===== src/fnd_pkg.sv =====
`default_nettype none

package fnd_pkg;

	// Field widths of the item, the result and the reference register.
	localparam int unsigned TGT_W  = 33;
	localparam int unsigned REF_W  = 27;
	localparam int unsigned INT_W  = 16;
	localparam int unsigned MOD_W  = 12;
	localparam int unsigned K_W    = 3;
	localparam int unsigned BAND_W = 8;
	localparam int unsigned ST_W   = 2;

	// Divider and sequencer sizing.
	localparam int unsigned DIV_STEPS = TGT_W;
	localparam int unsigned CNT_W     = $clog2(DIV_STEPS);
	localparam int unsigned PC_W      = 4;

	localparam int unsigned MODULUS_MAX_DEF = 4095;

	// Frequency plan constants; the frequencies among them are in Hz.
	localparam logic [TGT_W-1:0]  VCO_LOW_HZ     = 33'd2200000000;
	localparam logic [TGT_W-1:0]  VCO_HIGH_HZ    = 33'd4400000000;
	localparam logic [TGT_W-1:0]  PRESC_SPLIT_HZ = 33'd3000000000;
	localparam logic [REF_W-1:0]  BAND_CLK_HZ    = 27'd125000;
	localparam logic [REF_W-1:0]  BAND_ROUND_HZ  = 27'd124999;
	localparam logic [REF_W-1:0]  REF_RESET_HZ   = 27'd10000000;
	localparam logic [TGT_W-1:0]  INT_MIN_LOW    = 33'd23;
	localparam logic [TGT_W-1:0]  INT_MIN_HIGH   = 33'd75;
	localparam logic [TGT_W-1:0]  INT_MAX        = 33'd65535;
	localparam logic [K_W-1:0]    K_MAX          = 3'd4;
	localparam logic [TGT_W-1:0]  BAND_SAT_FROM  = 33'd254;
	localparam logic [BAND_W-1:0] BAND_SAT       = 8'd255;

	// Result status codes.
	typedef enum logic [ST_W-1:0] {
		ST_OK    = 2'd0,
		ST_RANGE = 2'd1,
		ST_INT   = 2'd2,
		ST_FRAC  = 2'd3
	} status_t;

	// Datapath operations, one per control word.
	typedef enum logic [3:0] {
		OP_NONE,
		OP_LOAD,
		OP_DIV_BAND,
		OP_BAND_SET,
		OP_SCALE,
		OP_PRESCALE,
		OP_DIV_REF,
		OP_SEARCH_INIT,
		OP_SEARCH_STEP,
		OP_FINISH,
		OP_FAIL_RANGE,
		OP_FAIL_INT,
		OP_EMIT
	} opcode_t;

	// Jump conditions.
	typedef enum logic [3:0] {
		C_NEVER,
		C_ALWAYS,
		C_NO_ITEM,
		C_DIV_MORE,
		C_TGT_BAD,
		C_NEED_SCALE,
		C_VCO_LOW,
		C_REF_ZERO,
		C_INT_BAD,
		C_HALF,
		C_SEARCH_GO,
		C_OUT_BUSY
	} cond_t;

	// One control word: the operation, a jump condition and its target.
	// With gate set, the operation runs only while the condition holds.
	typedef struct packed {
		opcode_t         op;
		cond_t           cond;
		logic            gate;
		logic [PC_W-1:0] target;
	} ucode_t;

	// Control of the shared divide unit.
	typedef struct packed {
		logic load;
		logic step;
	} div_ctrl_t;

	// Program addresses.
	localparam logic [PC_W-1:0] PC_WAIT        = 4'd0;
	localparam logic [PC_W-1:0] PC_BAND_DIV    = 4'd1;
	localparam logic [PC_W-1:0] PC_BAND_SET    = 4'd2;
	localparam logic [PC_W-1:0] PC_SCALE       = 4'd3;
	localparam logic [PC_W-1:0] PC_PRESCALE    = 4'd4;
	localparam logic [PC_W-1:0] PC_REF_CHECK   = 4'd5;
	localparam logic [PC_W-1:0] PC_REF_DIV     = 4'd6;
	localparam logic [PC_W-1:0] PC_SEARCH_INIT = 4'd7;
	localparam logic [PC_W-1:0] PC_MOD_TWO     = 4'd8;
	localparam logic [PC_W-1:0] PC_HALF_CHECK  = 4'd9;
	localparam logic [PC_W-1:0] PC_MOD_THREE   = 4'd10;
	localparam logic [PC_W-1:0] PC_SEARCH      = 4'd11;
	localparam logic [PC_W-1:0] PC_FINISH      = 4'd12;
	localparam logic [PC_W-1:0] PC_FAIL_RANGE  = 4'd13;
	localparam logic [PC_W-1:0] PC_FAIL_INT    = 4'd14;
	localparam logic [PC_W-1:0] PC_EMIT        = 4'd15;

	function automatic ucode_t uw(input opcode_t op, input cond_t cond, input logic gate,
			input logic [PC_W-1:0] target);
		ucode_t w;
		w.op     = op;
		w.cond   = cond;
		w.gate   = gate;
		w.target = target;
		return w;
	endfunction

	// The planning program. The last step falls through to the wait step.
	function automatic ucode_t ucode_rom(input logic [PC_W-1:0] pc);
		ucode_t w;
		case (pc)
			PC_WAIT:        w = uw(OP_LOAD,        C_NO_ITEM,    1'b0, PC_WAIT);
			PC_BAND_DIV:    w = uw(OP_DIV_BAND,    C_DIV_MORE,   1'b0, PC_BAND_DIV);
			PC_BAND_SET:    w = uw(OP_BAND_SET,    C_TGT_BAD,    1'b0, PC_FAIL_RANGE);
			PC_SCALE:       w = uw(OP_SCALE,       C_NEED_SCALE, 1'b1, PC_SCALE);
			PC_PRESCALE:    w = uw(OP_PRESCALE,    C_VCO_LOW,    1'b0, PC_FAIL_RANGE);
			PC_REF_CHECK:   w = uw(OP_NONE,        C_REF_ZERO,   1'b0, PC_FAIL_INT);
			PC_REF_DIV:     w = uw(OP_DIV_REF,     C_DIV_MORE,   1'b0, PC_REF_DIV);
			PC_SEARCH_INIT: w = uw(OP_SEARCH_INIT, C_INT_BAD,    1'b0, PC_FAIL_INT);
			PC_MOD_TWO:     w = uw(OP_SEARCH_STEP, C_NEVER,      1'b0, PC_WAIT);
			PC_HALF_CHECK:  w = uw(OP_NONE,        C_HALF,       1'b0, PC_FINISH);
			PC_MOD_THREE:   w = uw(OP_SEARCH_STEP, C_NEVER,      1'b0, PC_WAIT);
			PC_SEARCH:      w = uw(OP_SEARCH_STEP, C_SEARCH_GO,  1'b1, PC_SEARCH);
			PC_FINISH:      w = uw(OP_FINISH,      C_ALWAYS,     1'b0, PC_EMIT);
			PC_FAIL_RANGE:  w = uw(OP_FAIL_RANGE,  C_ALWAYS,     1'b0, PC_EMIT);
			PC_FAIL_INT:    w = uw(OP_FAIL_INT,    C_NEVER,      1'b0, PC_WAIT);
			PC_EMIT:        w = uw(OP_EMIT,        C_OUT_BUSY,   1'b0, PC_EMIT);
			default:        w = uw(OP_NONE,        C_ALWAYS,     1'b0, PC_WAIT);
		endcase
		return w;
	endfunction

endpackage

`default_nettype wire


===== src/fnd_divider.sv =====
`default_nettype none

// Restoring divider, one quotient bit per step. The quotient shifts into
// the dividend register; both results hold while neither load nor step is set.
module fnd_divider (
	input  wire logic                     clk,
	input  wire fnd_pkg::div_ctrl_t       ctrl,
	input  wire logic [fnd_pkg::TGT_W-1:0] dividend,
	input  wire logic [fnd_pkg::REF_W-1:0] divisor,
	output logic      [fnd_pkg::TGT_W-1:0] quotient,
	output logic      [fnd_pkg::REF_W-1:0] remainder
);

	logic [fnd_pkg::TGT_W-1:0] dd_q;
	logic [fnd_pkg::REF_W-1:0] dr_q;
	logic [fnd_pkg::REF_W:0]   trial;
	logic [fnd_pkg::REF_W:0]   diff;
	logic                      fits;

	// Trial subtraction of the divisor from the partial remainder.
	always_comb begin
		trial = {dr_q, dd_q[fnd_pkg::TGT_W-1]};
		diff  = trial - {1'b0, divisor};
		fits  = (trial >= {1'b0, divisor});
	end

	// Load or advance one bit.
	always_ff @(posedge clk) begin
		if (ctrl.load) begin
			dd_q <= dividend;
			dr_q <= '0;
		end else if (ctrl.step) begin
			dd_q <= {dd_q[fnd_pkg::TGT_W-2:0], fits};
			dr_q <= fits ? diff[fnd_pkg::REF_W-1:0] : trial[fnd_pkg::REF_W-1:0];
		end
	end

	assign quotient  = dd_q;
	assign remainder = dr_q;

endmodule

`default_nettype wire


===== src/fractional_n_divider_planner.sv =====
// Throughput: one item at a time; the next item is taken only after the result
//   is registered. A target out of band fails before the reference divide and
//   the modulus search. The work is the modulus trial loop, one modulus per cycle,
//   and two 33-step passes through the shared divider.
// Reset: arst_n clears the sequencer, the output valid and sets the reference to 10 MHz.
`default_nettype none

module fractional_n_divider_planner #(
	parameter int unsigned MODULUS_MAX = fnd_pkg::MODULUS_MAX_DEF
) (
	input  wire logic                       clk,
	input  wire logic                       arst_n,

	input  wire logic                       cfg_wr_en,
	input  wire logic [fnd_pkg::REF_W-1:0]  cfg_wr_data,

	input  wire logic                       in_valid,
	output logic                            in_stall,
	input  wire logic [fnd_pkg::TGT_W-1:0]  target_frequency_hz,

	output logic                            out_valid,
	input  wire logic                       out_stall,
	output logic      [fnd_pkg::INT_W-1:0]  integer_divide,
	output logic      [fnd_pkg::MOD_W-1:0]  fraction_numerator,
	output logic      [fnd_pkg::MOD_W-1:0]  modulus,
	output logic      [fnd_pkg::K_W-1:0]    output_divider_select,
	output logic                            prescaler_select,
	output logic                            lock_detect_function,
	output logic      [fnd_pkg::BAND_W-1:0] band_select_clock_div,
	output logic      [fnd_pkg::ST_W-1:0]   status
);

	localparam logic [fnd_pkg::MOD_W-1:0] MOD_LAST = fnd_pkg::MOD_W'(MODULUS_MAX);

	// Control state.
	logic [fnd_pkg::REF_W-1:0] ref_q;
	logic [fnd_pkg::PC_W-1:0]  pc_q;
	logic [fnd_pkg::CNT_W-1:0] cnt_q;
	logic                      out_valid_q;

	// Datapath registers.
	logic [fnd_pkg::TGT_W-1:0] vco_q;
	logic [fnd_pkg::K_W-1:0]   k_q;
	logic                      pre_q;
	logic [fnd_pkg::BAND_W-1:0] band_q;
	logic [fnd_pkg::MOD_W-1:0] mod_q;
	logic [fnd_pkg::MOD_W-1:0] q_q;
	logic [fnd_pkg::REF_W-1:0] r_q;

	// Result staging registers.
	logic [fnd_pkg::INT_W-1:0] res_int_q;
	logic [fnd_pkg::MOD_W-1:0] res_frac_q;
	logic [fnd_pkg::MOD_W-1:0] res_mod_q;
	logic [fnd_pkg::K_W-1:0]   res_k_q;
	logic                      res_pre_q;
	logic                      res_lock_q;
	fnd_pkg::status_t          res_status_q;

	// Output registers.
	logic [fnd_pkg::INT_W-1:0]  int_out_q;
	logic [fnd_pkg::MOD_W-1:0]  frac_out_q;
	logic [fnd_pkg::MOD_W-1:0]  mod_out_q;
	logic [fnd_pkg::K_W-1:0]    k_out_q;
	logic                       pre_out_q;
	logic                       lock_out_q;
	logic [fnd_pkg::BAND_W-1:0] band_out_q;
	fnd_pkg::status_t           status_out_q;

	fnd_pkg::ucode_t           ucode;
	fnd_pkg::div_ctrl_t        div_ctrl;
	logic [fnd_pkg::TGT_W-1:0] div_dividend;
	logic [fnd_pkg::REF_W-1:0] div_divisor;
	logic [fnd_pkg::TGT_W-1:0] div_quot;
	logic [fnd_pkg::REF_W-1:0] div_rem;

	logic                      tgt_bad, need_scale, vco_low, ref_zero, int_bad;
	logic                      half, search_go, out_busy, div_more;
	logic                      cond_true, run_op, emit_fire;
	logic [fnd_pkg::TGT_W-1:0] int_min;
	logic [fnd_pkg::REF_W:0]   r_sum;
	logic                      r_wrap;
	logic [fnd_pkg::REF_W-1:0] r_next;
	logic                      round_up;
	logic [fnd_pkg::MOD_W:0]   frac_sum;
	logic [fnd_pkg::BAND_W-1:0] band_val;

	// Fetch the control word of the current step.
	assign ucode = fnd_pkg::ucode_rom(pc_q);

	// Datapath flags that the program tests.
	always_comb begin
		tgt_bad    = (vco_q == '0) || (vco_q > fnd_pkg::VCO_HIGH_HZ);
		vco_low    = (vco_q < fnd_pkg::VCO_LOW_HZ);
		need_scale = vco_low && (k_q < fnd_pkg::K_MAX);
		ref_zero   = (ref_q == '0);
		int_min    = pre_q ? fnd_pkg::INT_MIN_HIGH : fnd_pkg::INT_MIN_LOW;
		int_bad    = (div_quot > fnd_pkg::INT_MAX) || (div_quot < int_min);
		half       = (r_q == '0) && (q_q == fnd_pkg::MOD_W'(1));
		search_go  = (r_q != '0) && (mod_q != MOD_LAST);
		out_busy   = out_valid_q && out_stall;
		div_more   = (cnt_q != fnd_pkg::CNT_W'(fnd_pkg::DIV_STEPS - 1));
	end

	// Evaluate the jump condition.
	always_comb begin
		case (ucode.cond)
			fnd_pkg::C_NEVER:      cond_true = 1'b0;
			fnd_pkg::C_ALWAYS:     cond_true = 1'b1;
			fnd_pkg::C_NO_ITEM:    cond_true = !in_valid;
			fnd_pkg::C_DIV_MORE:   cond_true = div_more;
			fnd_pkg::C_TGT_BAD:    cond_true = tgt_bad;
			fnd_pkg::C_NEED_SCALE: cond_true = need_scale;
			fnd_pkg::C_VCO_LOW:    cond_true = vco_low;
			fnd_pkg::C_REF_ZERO:   cond_true = ref_zero;
			fnd_pkg::C_INT_BAD:    cond_true = int_bad;
			fnd_pkg::C_HALF:       cond_true = half;
			fnd_pkg::C_SEARCH_GO:  cond_true = search_go;
			fnd_pkg::C_OUT_BUSY:   cond_true = out_busy;
			default:               cond_true = 1'b0;
		endcase
		run_op    = !ucode.gate || cond_true;
		emit_fire = (ucode.op == fnd_pkg::OP_EMIT) && !out_busy;
	end

	// Shared divider: first the band clock divide, then the reference divide.
	always_comb begin
		div_ctrl.load = (ucode.op == fnd_pkg::OP_LOAD) || (ucode.op == fnd_pkg::OP_PRESCALE);
		div_ctrl.step = (ucode.op == fnd_pkg::OP_DIV_BAND) || (ucode.op == fnd_pkg::OP_DIV_REF);
		div_dividend  = (ucode.op == fnd_pkg::OP_PRESCALE) ? vco_q :
			fnd_pkg::TGT_W'(ref_q) + fnd_pkg::TGT_W'(fnd_pkg::BAND_ROUND_HZ);
		div_divisor   = (ucode.op == fnd_pkg::OP_DIV_REF) ? ref_q : fnd_pkg::BAND_CLK_HZ;
	end

	fnd_divider u_divider (
		.clk       (clk),
		.ctrl      (div_ctrl),
		.dividend  (div_dividend),
		.divisor   (div_divisor),
		.quotient  (div_quot),
		.remainder (div_rem)
	);

	// Next modulus: add the remainder to the running product and fold it once.
	always_comb begin
		r_sum  = {1'b0, r_q} + {1'b0, div_rem};
		r_wrap = (r_sum >= {1'b0, ref_q});
		r_next = r_wrap ? fnd_pkg::REF_W'(r_sum - {1'b0, ref_q}) : r_sum[fnd_pkg::REF_W-1:0];
	end

	// Rounded numerator and saturated band clock divider.
	always_comb begin
		round_up = ({r_q, 1'b0} >= {1'b0, ref_q});
		frac_sum = {1'b0, q_q} + fnd_pkg::MOD_W'(round_up);
		band_val = (div_quot >= fnd_pkg::BAND_SAT_FROM) ? fnd_pkg::BAND_SAT :
			div_quot[fnd_pkg::BAND_W-1:0] + fnd_pkg::BAND_W'(1);
	end

	// Sequencer, divide step counter, reference register and output valid.
	always_ff @(posedge clk or negedge arst_n) begin
		if (!arst_n) begin
			pc_q        <= fnd_pkg::PC_WAIT;
			cnt_q       <= '0;
			ref_q       <= fnd_pkg::REF_RESET_HZ;
			out_valid_q <= 1'b0;
		end else begin
			pc_q <= cond_true ? ucode.target : pc_q + fnd_pkg::PC_W'(1);
			if (div_ctrl.load) begin
				cnt_q <= '0;
			end else if (div_ctrl.step) begin
				cnt_q <= cnt_q + fnd_pkg::CNT_W'(1);
			end
			if (cfg_wr_en) begin
				ref_q <= cfg_wr_data;
			end
			if (emit_fire) begin
				out_valid_q <= 1'b1;
			end else if (!out_stall) begin
				out_valid_q <= 1'b0;
			end
		end
	end

	// Datapath operations.
	always_ff @(posedge clk) begin
		if (run_op) begin
			case (ucode.op)
				fnd_pkg::OP_LOAD: begin
					vco_q <= target_frequency_hz;
					k_q   <= '0;
				end
				fnd_pkg::OP_BAND_SET: begin
					band_q <= band_val;
				end
				fnd_pkg::OP_SCALE: begin
					vco_q <= {vco_q[fnd_pkg::TGT_W-2:0], 1'b0};
					k_q   <= k_q + fnd_pkg::K_W'(1);
				end
				fnd_pkg::OP_PRESCALE: begin
					pre_q <= (vco_q >= fnd_pkg::PRESC_SPLIT_HZ);
				end
				fnd_pkg::OP_SEARCH_INIT: begin
					mod_q <= fnd_pkg::MOD_W'(1);
					q_q   <= '0;
					r_q   <= div_rem;
				end
				fnd_pkg::OP_SEARCH_STEP: begin
					mod_q <= mod_q + fnd_pkg::MOD_W'(1);
					q_q   <= q_q + fnd_pkg::MOD_W'(r_wrap);
					r_q   <= r_next;
				end
				fnd_pkg::OP_FINISH: begin
					res_int_q    <= div_quot[fnd_pkg::INT_W-1:0];
					res_frac_q   <= frac_sum[fnd_pkg::MOD_W-1:0];
					res_mod_q    <= mod_q;
					res_k_q      <= k_q;
					res_pre_q    <= pre_q;
					res_lock_q   <= (frac_sum == '0);
					res_status_q <= (frac_sum >= {1'b0, mod_q}) ? fnd_pkg::ST_FRAC :
						fnd_pkg::ST_OK;
				end
				fnd_pkg::OP_FAIL_RANGE: begin
					res_int_q    <= '0;
					res_frac_q   <= '0;
					res_mod_q    <= '0;
					res_k_q      <= '0;
					res_pre_q    <= 1'b0;
					res_lock_q   <= 1'b0;
					res_status_q <= fnd_pkg::ST_RANGE;
				end
				fnd_pkg::OP_FAIL_INT: begin
					res_int_q    <= '0;
					res_frac_q   <= '0;
					res_mod_q    <= '0;
					res_k_q      <= k_q;
					res_pre_q    <= pre_q;
					res_lock_q   <= 1'b0;
					res_status_q <= fnd_pkg::ST_INT;
				end
				default: begin
				end
			endcase
		end
	end

	// Output register, loaded when the previous result has been taken.
	always_ff @(posedge clk) begin
		if (emit_fire) begin
			int_out_q    <= res_int_q;
			frac_out_q   <= res_frac_q;
			mod_out_q    <= res_mod_q;
			k_out_q      <= res_k_q;
			pre_out_q    <= res_pre_q;
			lock_out_q   <= res_lock_q;
			band_out_q   <= band_q;
			status_out_q <= res_status_q;
		end
	end

	assign in_stall              = (pc_q != fnd_pkg::PC_WAIT);
	assign out_valid             = out_valid_q;
	assign integer_divide        = int_out_q;
	assign fraction_numerator    = frac_out_q;
	assign modulus               = mod_out_q;
	assign output_divider_select = k_out_q;
	assign prescaler_select      = pre_out_q;
	assign lock_detect_function  = lock_out_q;
	assign band_select_clock_div = band_out_q;
	assign status                = status_out_q;

	// A new result appears only after the emit step.
	assert property (@(posedge clk) disable iff (!arst_n)
		$rose(out_valid_q) |-> $past(pc_q) == fnd_pkg::PC_EMIT)
		else $error("result raised outside the emit step");

	// The search always finishes with a modulus between two and the limit.
	assert property (@(posedge clk) disable iff (!arst_n)
		pc_q == fnd_pkg::PC_FINISH |-> (mod_q >= fnd_pkg::MOD_W'(2)) && (mod_q <= MOD_LAST))
		else $error("modulus outside the search range at finish");

	// An ok result has a proper fraction.
	assert property (@(posedge clk) disable iff (!arst_n)
		out_valid_q && (status_out_q == fnd_pkg::ST_OK) |-> frac_out_q < mod_out_q)
		else $error("numerator not below modulus in an ok result");

	// A range failure carries an empty plan.
	assert property (@(posedge clk) disable iff (!arst_n)
		out_valid_q && (status_out_q == fnd_pkg::ST_RANGE) |->
			(int_out_q == '0) && (mod_out_q == '0) && (k_out_q == '0) && !lock_out_q)
		else $error("range failure with a nonzero plan");

	// Lock detect follows the numerator on a completed plan.
	assert property (@(posedge clk) disable iff (!arst_n)
		out_valid_q && ((status_out_q == fnd_pkg::ST_OK) || (status_out_q == fnd_pkg::ST_FRAC))
			|-> lock_out_q == (frac_out_q == '0))
		else $error("lock detect does not match the numerator");

endmodule

`default_nettype wire

===== config.mk =====
export PLATFORM = sky130hd
export DESIGN_NAME = fractional_n_divider_planner
export DESIGN_NICKNAME = d
export VERILOG_FILES = /design/src/fnd_pkg.sv /design/src/fnd_divider.sv /design/src/fractional_n_divider_planner.sv
export SDC_FILE = /design/constraint.sdc
export NUM_CORES = 1
export LEC_CHECK = 0
export BUFFER_PORTS_ARGS = -buffer_cell sky130_fd_sc_hd__buf_2
export CAP_MARGIN = 20
export CELL_PAD_IN_SITES_DETAIL_PLACEMENT = 1
export CELL_PAD_IN_SITES_GLOBAL_PLACEMENT = 2
export CORE_MARGIN = 5
export CORE_UTILIZATION = 40
export CTS_CLUSTER_SIZE = 25
export DETAILED_ROUTE_END_ITERATION = 12
export HOLD_SLACK_MARGIN = 0.08
export MAX_ROUTING_LAYER = met4
export PLACE_DENSITY_LB_ADDON = 0.1
export SETUP_SLACK_MARGIN = 0.1
export SYNTH_ARGS = -nofsm -noshare
export SYNTH_HDL_FRONTEND = slang
export SYNTH_HIERARCHICAL = 1
export SYNTH_SLANG_ARGS = --single-unit

===== constraint.sdc =====
create_clock -name clk -period 7.9 [get_ports clk]
set_input_delay 0.395 -clock clk [delete_from_list [all_inputs] [get_ports clk]]
set_output_delay 0.395 -clock clk [all_outputs]
set_load 0.05 [all_outputs]

Word level (Yosys, flattened, before mapping). Memories as Yosys holds them, arrays and structs flattened. Cells that the tools add are included.

Add/sub/neg operators: 11. Multipliers: 0. Divide/modulo/power cells: 0. Order comparisons: 11. Equal/unequal tests: 27. Shift operators: 0. Muxes and demuxes: 26. Bitwise logic cells: 0. Reductions and logical operators: 34.

Operators with widths (number): two-way mux 33 bit (3); one-hot mux 12 bit (2 select lines) (4); greater-or-equal comparator 28 x 27 -> 1 bit (3); two-way mux 27 bit (3); one-hot mux 33 bit (2 select lines) (1); zero test 27 bit (2); one-hot mux 27 bit (2 select lines) (1); subtractor 27 bit (2); == test 4 bit, second input constant (9); greater-or-equal comparator 33 x 32 -> 1 bit, second input constant (1); greater-or-equal comparator 33 x 8 -> 1 bit, second input constant (1); > comparator 33 x 16 -> 1 bit, second input constant (1); > comparator 33 bit, second input constant (1); zero test 33 bit (1); < comparator 33 x 32 -> 1 bit, second input constant (1); < comparator 33 x 7 -> 1 bit (1); == test 4 x 3 -> 1 bit, second input constant (8); one-hot mux 16 bit (2 select lines) (1); adder 27 x 17 -> 28 bit, second input constant (1); adder 27 x 27 -> 28 bit (1); nonzero test 27 bit (1); == test 4 x 2 -> 1 bit, second input constant (4); AND reduction 2 bit (7); adder 12 x 1 -> 13 bit (1); 30 further kinds (50).

Register bits after elaboration: 296. Latch bits: 0. Bits in writable memories: 0. ROM bits: 208. Logic and storage cells: 138. Memories kept: 1.

Memory list: (no name shown) (words 16, bits a word 13, read ports 1, clocked after memory_dff 0, wr ports 0, line fnd_pkg.sv:122) `case (pc)`.

Depth between registers and ports, before layout.
Depth in word-level cells: 6. Depth in mapped cells: 23. Mapped depth without buffers: 23.

By module. Netlist, hierarchy kept.

By module, submodules not included: fractional_n_divider_planner (instances 1, cells an instance 1537, area an instance 15303.4 µm², sequential area each 6906.6 µm²); fnd_divider (instances 1, cells an instance 465, area an instance 4360.4 µm², sequential area each 1531.5 µm²).

Worst setup path before layout. No wires, ideal clock.

Path type: register to register. From: register pc_q[0] (netlist bit). To: register mod_q[0] (netlist bit), enable pin. Library setup time: 482 ps. Arrival time: 5049 ps. Data required time: 7418 ps. Setup slack: 2369 ps. Cell stages (with the launch flop): 12. Path buffers: 3. Period minus slack after synthesis: 5531 ps. Cell sequence: dfrtp_1 > clkbuf_1 > inv_1 > ha_1 > nor2_1 > nand3b_1 > o21ai_1 > o211ai_1 > or3_1 > clkbuf_1 > buf_1 > a22oi_1.

Cells in the longest elaborated chain, start to end: 5. Elaborated cells between the ends (all ways): 19. Those cells by class: eq/ne: 13; mux: 1; reduce/logical: 4; memory: 1.

RTL lines: start, declared (line fractional_n_divider_planner.sv:37) `logic [fnd_pkg::PC_W-1:0] pc_q;`; start signal, assigned (line fractional_n_divider_planner.sv:161) `pc_q <= fnd_pkg::PC_WAIT;`; start signal, assigned (line fractional_n_divider_planner.sv:166) `pc_q <= cond_true ? ucode.target : pc_q + fnd_pkg::PC_W'(1);`; memory read (16 x 13 bit) (*); == test 4 bit, or another cell as far along (line fractional_n_divider_planner.sv:106) `case (ucode.cond)`; one-hot mux 1 bit (11 select lines) (line fractional_n_divider_planner.sv:106); logical OR 1 bit (line fractional_n_divider_planner.sv:121) `run_op = !ucode.gate || cond_true;`; AND reduction 2 bit (no line) (*); end signal, assigned (line fractional_n_divider_planner.sv:202) `mod_q <= fnd_pkg::MOD_W'(1);`; end signal, assigned (line fractional_n_divider_planner.sv:207) `mod_q <= mod_q + fnd_pkg::MOD_W'(1);`; end, declared (line fractional_n_divider_planner.sv:46) `logic [fnd_pkg::MOD_W-1:0] mod_q;`.

Every way passes the cells marked *; elsewhere a longest branch is shown, timed or not. A chain may end at the register's enable or synchronous reset.

Final worst setup path.
From: register r_q[1] (netlist bit). To: register q_q[10] (netlist bit) (data pin).

Cells in the longest elaborated chain, start to end: 4.

RTL lines: start, declared (line fractional_n_divider_planner.sv:48) `logic [fnd_pkg::REF_W-1:0] r_q;`; start signal, assigned (line fractional_n_divider_planner.sv:204) `r_q <= div_rem;`; start signal, assigned (line fractional_n_divider_planner.sv:209) `r_q <= r_next;`; adder 27 x 27 -> 28 bit (line fractional_n_divider_planner.sv:145) `r_sum = {1'b0, r_q} + {1'b0, div_rem};`; greater-or-equal comparator 28 x 27 -> 1 bit (line fractional_n_divider_planner.sv:146) `r_wrap = (r_sum >= {1'b0, ref_q});`; adder 12 x 1 -> 12 bit (line fractional_n_divider_planner.sv:208) `q_q <= q_q + fnd_pkg::MOD_W'(r_wrap);`; one-hot mux 12 bit (2 select lines) (line fractional_n_divider_planner.sv:186) `case (ucode.op)`; end signal, assigned (line fractional_n_divider_planner.sv:208); end, declared (line fractional_n_divider_planner.sv:47) `logic [fnd_pkg::MOD_W-1:0] q_q;`.

No other way between the ends.

==> results_dict.tcl <==
set metrics [dict create \
    clock.fmax_ghz 0.1629 \
    detailedPlacementHpwl_mm 48.59 \
    postSynthAreaPerCell_um2 9.822 \
    area.growth.synth_to_final_pct 13.95 \
    final_max_slew_viol_count 0 \
    die_height_um 231.7 \
    vias_in_the_first_global_route 16587 \
    port-buffer-count 121 \
    synthesis.instances 2002 \
    setup.worst_path.class "flop to flop" \
    drt.antenna.violating_nets 0 \
    drt_first_iter_violations 935 \
    die_area_um2 53690 \
    finalSetupViolCount 0 \
    yosysMostFrequentCell "edfxtp_1" \
    io-pin-count 122 \
    cts.reportedPaths.clkPinSlew_ps 60 \
    gp_routability_congestion 0.8785 \
    synthDistinctLibCells 103 \
    cts.path.max_buffers 3 \
    max_cap_violations 0 \
    insertion_delay_ps 570 \
    critPathRequiredTime_ps 8180 \
    crit_path_arrival_time_ps 6420 \
    maximum_number_of_pins_on_one_net_before_global_route_repair 73 \
    finalHoldViolations 0 \
    detail_route.wl_per_cell_um 23.06 \
    numClockSinks 296 \
    post-route-util_pct 45.97 \
    synth.largest_area_cell "edfxtp_1" \
    wire_length_of_the_first_global_routing_pass_mm 99.32 \
    post_cts.repair.setup_buffers 0 \
    synthesis.nets 2214 \
    drc_violations_left 0 \
    ys_seq_elements 296 \
    synth.cells.most_frequent "edfxtp_1, nand2_1, nor2_1" \
    place_area_um2 20960 \
    min_period_over_period_pct 77.71 \
    critical_path.endpoint_type "flop" \
    post-synth-top-area-fraction_pct 35.28 \
    synth-async-reset-ratio_pct 12.84 \
    outcome "finished clean" \
    final_nets 2329 \
    totalWireLength_mm 64.80 \
    core-area_um2 48750 \
    fin_area_um2 22410 \
    mappedNetlistArea_um2 19660 \
    synth.yosys.warnings 6 \
    route.vias.total 15877 \
    timing.hold.worst.class "input port to flop" \
    skew_ps 20.09 \
    start_kind "flop" \
    placementRows 81 \
    post_route_minimum_period_ps 6139 \
    synth_flop_cell "edfxtp_1" \
    synth.yosys.seq_area_share_pct 42.91 \
    synthTopCellsByArea "edfxtp_1, ha_1, nand2_1, xnor2_1, dfrtp_1" \
    effective_utilization_at_floorplan_pct 40.34 \
    crit_fanout 12 \
    grt_setup_unrepaired "false" \
    nFillCells 5506 \
    total_inserted_antenna_cells 0 \
    post_dr_vias_cell 5.650 \
    timing.max_slew.rel_slack_pct 33.68 \
    synth_enable_flop_cells 231 \
    cts_tree "done" \
    grt_antenna_before_repair 0 \
    timing_worst_slew_pin_value_ps 985.7 \
    cts-root-buf "clkbuf_16" \
    tns_ps 0 \
    grt_overflow 0 \
    die_width_um 231.7 \
    htreeDepth 2 \
    dr_pass1_iterations 5 \
    globalRouteTotalUtil_pct 24.38 \
    cts_buffers 37 \
    drive_above_1_share_pct 15.75 \
]
-- placed cells by master, fill, tap and decap left out, drive strengths merged, types with 7 or more instances in the layout --
cell / netlist / routed
edfxtp: 231 / 231
nand2: 226 / 226
o21ai: 152 / 152
nor2: 147 / 147
ha: 144 / 144
buf: 18 / 141
inv: 107 / 109
a21oi: 102 / 102
xnor2: 89 / 89
mux2: 68 / 68
a21o: 62 / 62
nor3: 52 / 52
nand3: 49 / 49
clkbuf: 59 / 43
nand4: 39 / 39
xor2: 38 / 38
and2: 38 / 38
nor4: 34 / 34
dfrtp: 30 / 30
dfxtp: 27 / 27
mux2i: 26 / 26
a31oi: 21 / 21
a311oi: 19 / 19
nor2b: 18 / 18
and3: 18 / 18
a211oi: 15 / 15
o211ai: 14 / 14
o21a: 14 / 14
nand2b: 12 / 12
dlygate4sd3: 0 / 12
or2: 11 / 11
o31ai: 10 / 10
clkinv: 0 / 9
clkinvlp: 0 / 8
dfstp: 8 / 8
o21bai: 7 / 7
-- logic make-up after synthesis --
logic type	synth area share, %
flip-flops	42.91
AO/OA/AOI/OAI	16.54
XOR/XNOR	5.657
AND/OR/NAND/NOR	16.46
buffers and inverters	3.748
adder cells (fa/ha/maj)	9.468
multiplexers	5.218
-- state kept, by name, summed over array words and instances, names as in the netlist, 16 cells and up --
signal / count
u_divider/quotient: 33
ref_q: 27
res_int_q: 16
u_divider/remainder: 27
r_q: 27
integer_divide: 16
vco_q: 33
-- per-layer routing --
layer / vias up / share of wire, % / global-route usage [%]
met4: 0 / 3.3 / 7.736
met3: 114 / 3.7 / 2.849
li1: 7596 / - / -
met5: - / 0 / -
met2: 305 / 49 / 41.26
met1: 7862 / 44 / 30.76
-- through the flow --
step                      instances  hold WS, ps  setup WS, ps
after floorplan                2002        99.41          2369
after global placement         2729        401.6          2197
after detailed placement       2729        405.6          1859
after CTS                      2809        80.68          1840
after global routing           2810        95.81          1358
final                          2810        104.1          1761
-- worst max-delay path, cell delays in order, from the launching register on --
cell       delay [ps]
edfxtp_1          480
ha_1              360
a211oi_1          460
o21ai_0           290
o2111ai_1         360
nand2_1           160
a21boi_0          380
o21ai_0           190
xor2_1            180
ha_1              380
a21o_1            190
a21o_1            180
a21o_1            210
a311o_1           330
o32ai_1           270
nand3_2           390
ha_1              350
and4_1            220
nand3_1           170
nor2_1             80
xnor2_1           160
nor2_1             60
-- final timing paths --
path	startpoint	cells after the start	slack [ps]	to
worst max register to register	r_q[1]$_DFFE_PP_	21	1760	q_q[10]$_SDFFCE_PP0P_
worst min register to register	band_q[5]$_SDFFCE_PP1P_	0	410	band_select_clock_div[5]$_DFFE_PP_
max in group asynchronous	arst_n	3	7200	ref_q[20]$_DFFE_PN1P_
min in group asynchronous	arst_n	2	180	pc_q[3]$_DFF_PN0_
worst min-delay path	cfg_wr_data[3]	3	100	ref_q[3]$_DFFE_PN0P_
worst max-delay path	r_q[1]$_DFFE_PP_	21	1760	q_q[10]$_SDFFCE_PP0P_
-- cell type report --
| class | instances | area [um^2] | share of cell area [%] |
|---|---|---|---|
| tap | 664 | 830.8 | 3.708 |
| sequential | 296 | 8438 | 37.66 |
| inverter | 107 | 401.6 | 1.792 |
| timing repair buffer | 153 | 888.4 | 3.964 |
| clock buffer | 43 | 979.7 | 4.372 |
| multi-input combinational | 1522 | 10540 | 47.05 |
| clock inverter | 25 | 326.6 | 1.457 |
-- what timing repair did --
action,CTS,global route
hold buffers,12,0
endpoints found under the setup margin,0,0
gates resized for setup,0,0
endpoints found under the hold margin,41,0
Power is left out: the tool's default activity adds up to more than one toggle a clock period on the data nets, which glitch-free logic cannot reach.
